==> config.mk <==
export PLATFORM = sky130hd
export DESIGN_NAME = dgrc_ram
export DESIGN_NICKNAME = d
export VERILOG_FILES = /design/src/assert_macros.svh /design/src/dgrc_ram.sv
export SDC_FILE = /design/constraint.sdc
export NUM_CORES = 1
export LEC_CHECK = 0
export BUFFER_PORTS_ARGS = -buffer_cell sky130_fd_sc_hd__buf_2
export CAP_MARGIN = 15
export CELL_PAD_IN_SITES_DETAIL_PLACEMENT = 2
export CELL_PAD_IN_SITES_GLOBAL_PLACEMENT = 2
export CORE_UTILIZATION = 43
export CTS_BUF_LIST = sky130_fd_sc_hd__clkbuf_16
export CTS_CLUSTER_DIAMETER = 50
export DETAILED_ROUTE_END_ITERATION = 10
export PLACE_DENSITY = 0.75
export RECOVER_POWER = 50
export SLEW_MARGIN = 25
export SYNTH_ARGS = -nofsm -noshare
export SYNTH_HDL_FRONTEND = slang
export SYNTH_SLANG_ARGS = --single-unit
==> constraint.sdc <==
create_clock -name clk -period 5.67 [get_ports clk]
set_input_delay 1.701 -clock clk [delete_from_list [all_inputs] [get_ports clk]]
set_output_delay 1.701 -clock clk [all_outputs]
set_load 0.005 [all_outputs]
==> src/assert_macros.svh <==
// assertion macros used by the top rtl file
`ifndef ASSERT_MACROS_SVH
`define ASSERT_MACROS_SVH

`ifndef SYNTHESIS

// property that must hold at every rising clock edge out of reset
`define ASSERT_ALWAYS(lbl, prop, msg) \
  lbl: assert property (@(posedge clk) disable iff (!rst_n) (prop)) else $error(msg);

// implication checked in the cycle after the antecedent
`define ASSERT_NEXT(lbl, ante, cons, msg) \
  lbl: assert property (@(posedge clk) disable iff (!rst_n) (ante) |=> (cons)) else $error(msg);

`else

`define ASSERT_ALWAYS(lbl, prop, msg)
`define ASSERT_NEXT(lbl, ante, cons, msg)

`endif

`endif

==> src/dgrc_ram.sv <==
// generic simple dual port ram with registered read
module dgrc_ram #(
  parameter int WIDTH = 8,
  parameter int DEPTH = 16,
  parameter int AW    = (DEPTH > 1) ? $clog2(DEPTH) : 1
) (
  input  logic             clk,
  input  logic             wr_en,
  input  logic [AW-1:0]    wr_addr,
  input  logic [WIDTH-1:0] wr_data,
  input  logic [AW-1:0]    rd_addr,
  output logic [WIDTH-1:0] rd_data
);

  logic [WIDTH-1:0] mem [DEPTH];

  // write port
  always_ff @(posedge clk) begin
    if (wr_en) begin
      mem[wr_addr] <= wr_data;
    end
  end

  // registered read port
  always_ff @(posedge clk) begin
    rd_data <= mem[rd_addr];
  end

endmodule

Word level (Yosys, flattened, before mapping)
Memories as Yosys holds them, arrays and structs flattened. A register that Yosys moved wholly into a read port is not among the register bits.
Index checks and enable logic that the tools add are counted.

cells by class
  muxes and demuxes = 2

operators with widths
  cell              number
  1-bit 2-to-1 mux  2

storage, ports and cells
  register bits after elaboration = 0
  RAM bits = 128
  input port bits = 18
  output and inout port bits = 8
  memories kept = 1

memories
  name  words  width  read ports  clocked after Yosys merged registers in  write ports  line            text
  mem   16     8      1           1                                        1            dgrc_ram.sv:15  logic [WIDTH-1:0] mem [DEPTH];

Depth between registers and ports, before layout
  depth after elaboration = 2
  depth in mapped cells = 5
  gate-level depth less buffers = 3

Least setup slack after synthesis
OpenSTA, ideal clock, no wires.

  kind = input port to flip-flop
  start point = input wr_addr[2]
  end point = memory mem[0][0] (enable)
  data arrival time = 2.811 ns
  slack = 2.476 ns
  stages on the path = 2
  path buffers = 0
  cells stage by stage = or3b_2 -> nor3_1

RTL lines
  item             line            text
  start, declared  dgrc_ram.sv:9   input logic [AW-1:0] wr_addr,
  end, declared    dgrc_ram.sv:15

Straight into the memory's write port.

==> impl_metrics.tcl <==
set metrics [dict create \
    internal-power_w 0.001699 \
    synthCells 229 \
    core_area_um2 11560 \
    hold_class "flip-flop to flip-flop" \
    power_density_nw_per_um2 364.4 \
    hp-start "mem[8][3]$_DFFE_PP_" \
    setup_slack_ns 2.348 \
    hpwlAfterDp_um 7524 \
    yosysUniqueCellTypes 19 \
    yosysTopAreaCellShare_pct 74.67 \
    num_rows 39 \
    avgRoutedWirePerCell_um 27.81 \
    syn_area_um2 5147 \
    finalCritPeriodShare_pct 58.58 \
    grt_pass1_wl_um 17840 \
    start_util_pct 44.51 \
    die-area_um2 12410 \
    pwr-share-clk_pct 42.3 \
    grt_usage_pct 21.21 \
    clk_pin_slew_ns 0.05 \
    ys_top_cells_by_area "edfxtp_1 (75%), mux4_2 (7.9%), mux4_1 (7.1%)" \
    cap_violations 0 \
    worst_clock_skew_ns 0.006933 \
    ys_warn_count 0 \
    synth_top_area_cell "edfxtp_1" \
    r2r_slack_ns 4.18 \
    p_leak_nw 1.942 \
    drt_wl_total_um 11710 \
    cp-end-kind "flip-flop" \
    drt_iter0_markers 157 \
    area_growth_pct 14.03 \
    ant_nets 0 \
    cp_max_fo 22 \
    insertedDiodeCount 0 \
    cts_tree "yes" \
    fmax_ghz 0.3011 \
    critical_path_arrival_ns 3.62 \
    cp.required_ns 5.96 \
    drc 4 \
    clock_latency_ns 0.41 \
    grt-ovfl-total 0 \
    cpPeakStageDelay_ns 0.59 \
    ir_drop_v 0.0002363 \
    synth_common_cells "edfxtp_1 (128), mux4_2 (18), a22oi_1 (16)" \
    fin_nets 283 \
    r2r_end "rd_data[0]$_DFF_P_" \
    fill_cells 993 \
    cts.repair.resized 0 \
    rsz0062_at_grt "no" \
    pin_count 26 \
    slew_violations 0 \
    clock_tree.root_cell "clkbuf_16" \
    grt_max_degree 33 \
    cts_max_level 4 \
    die_w_um 111.4 \
    drive_above_1_share_pct 21.58 \
    synth_edf_count 128 \
    ys_seq_area_share_pct 77.78 \
    critical_path_class "input port to flip-flop" \
    synth_nets 247 \
    portBuffers 25 \
    ys_ff_latch 136 \
    ys.flop_type "edfxtp_1" \
    via_count 2403 \
    postCtsSetupBuffers 0 \
    switching_power_w 0.0004403 \
    p_comb_share_pct 4.7 \
    holdBufCountCts 0 \
    relSlewSlack_pct 30.26 \
    die_y_um 111.4 \
    syn_avg_cell_area_um2 22.48 \
    hold_end "rd_data[3]$_DFF_P_" \
    place_congestion 0.7161 \
    cp_slowest_cell "mux4_1" \
    cts_buffer_depth 2 \
    cts_buffers 17 \
    r2r_cells 3 \
    critPathLaunchType "input port" \
    final.setup.tns_ns 0 \
    r2r-start "mem[11][0]$_DFFE_PP_" \
    violations "DRC" \
    p_sw_share_pct 20.58 \
    via_per_inst 5.708 \
    min_period_ns 3.322 \
    synthArstFlopShare_pct 0 \
    tightestPinTransition_ns 1.042 \
    grt_pass1_vias 2689 \
    cts_sinks 136 \
    crit_chain "buf_2 > buf_4 > mux4_1 > a22oi_1 > nand2_1" \
    whs_path_depth 3 \
    final-hold-violation-count 0 \
    setup_viol 0 \
    synth_most_common_cell "edfxtp_1" \
    firstDrtPassIters 9 \
    place_ws_ns 1.841 \
    run_status "finished with violations" \
    antenna_found_initial 0 \
    power_frac_seq_pct 52.9 \
]
cells by family after synthesis:
family | count (synthesis) | synth area share (%)
flip-flops | 136 | 77.78
AND/OR/NAND/NOR | 35 | 3.184
multiplexers | 32 | 15.02
AO/OA/AOI/OAI | 16 | 2.334
buffers and inverters | 10 | 1.677
critical path: cells and delay by family:
family,cells,cell delay [ns]
buffers and inverters,2,0.94
muxes,1,0.59
AOI/OAI and AO/OA,1,0.27
and+or+nand+nor,1,0.09
layout make-up:
cell class / count / area [µm²] / share of cell area [%]
Clock inverter: 15 / 58.81 / 1.002
Tap cell: 143 / 178.9 / 3.048
Sequential cell: 136 / 4004 / 68.22
Clock buffer: 17 / 425.4 / 7.248
Multi-Input combinational cell: 83 / 1077 / 18.35
Timing Repair Buffer: 27 / 125.1 / 2.132
power by group through the flow:
stage | clock network, W | registers [W] | logic, W
global route | 0.000965 | 0.00113 | 0.000110
detailed placement | 0 | 0.00115 | 0.000103
CTS | 0.000924 | 0.00113 | 0.000104
global placement | 0 | 0.00115 | 0.0000978
floorplan | 0 | 0.00115 | 0.0000571
finish | 0.000906 | 0.00113 | 0.000101
metrics by stage:
step                std cells  hold WS, ns  area (µm²)  util (%)  power, W
finish                    421       0.6942        5869     50.75  0.002139
CTS                       421       0.7020        5879     50.84  0.002161
global route              421       0.7375        5869     50.75  0.002209
floorplan                 229       0.6293        5147         -  0.001207
detailed placement        389       0.6820        5395     46.65  0.001256
global placement          389       0.6502        5390     46.61  0.001247
cells in the final DEF (no fill, tap or decap), drive strengths merged:
| cell | synthesis | routed |
|---|---|---|
| a22oi | 16 | 16 |
| and2 | 1 | 1 |
| and2b | 1 | 1 |
| buf | 7 | 17 |
| clkbuf | 0 | 27 |
| clkinv | 0 | 8 |
| dfxtp | 8 | 8 |
| edfxtp | 128 | 128 |
| inv | 0 | 7 |
| mux4 | 32 | 32 |
| nand2 | 9 | 9 |
| nand2b | 2 | 2 |
| nand3 | 1 | 1 |
| nand3b | 2 | 2 |
| nor2 | 13 | 13 |
| nor2b | 1 | 1 |
| nor3 | 4 | 4 |
| or3b | 1 | 1 |
sequential cells by signal, indices dropped and copies added (netlist names):
name,flops
rd_data,8
mem,128
worst max path at each step:
stage,depth (start not counted),endpoint,from,slack [ns]
after floorplan,2,mem[0][0]$_DFFE_PP_,wr_addr[2],2.48
after global placement,3,mem[0][7]$_DFFE_PP_,wr_addr[2],1.90
after detailed placement,5,rd_data[2]$_DFF_P_,rd_addr[0],1.84
after CTS,5,rd_data[2]$_DFF_P_,rd_addr[0],2.29
after global routing,5,rd_data[3]$_DFF_P_,rd_addr[0],2.16
final,5,rd_data[2]$_DFF_P_,rd_addr[0],2.35
per-layer routing:
layer / part of all wire [%] / vias up / global-route usage (%)
met5: 0 / - / 0
met4: 2.2 / 0 / 9.279
met3: 4.1 / 17 / 6.260
met2: 48 / 62 / 33.08
met1: 45 / 1280 / 27.90
li1: - / 1044 / -
No activity file was read; power rests on OpenSTA's default activity.
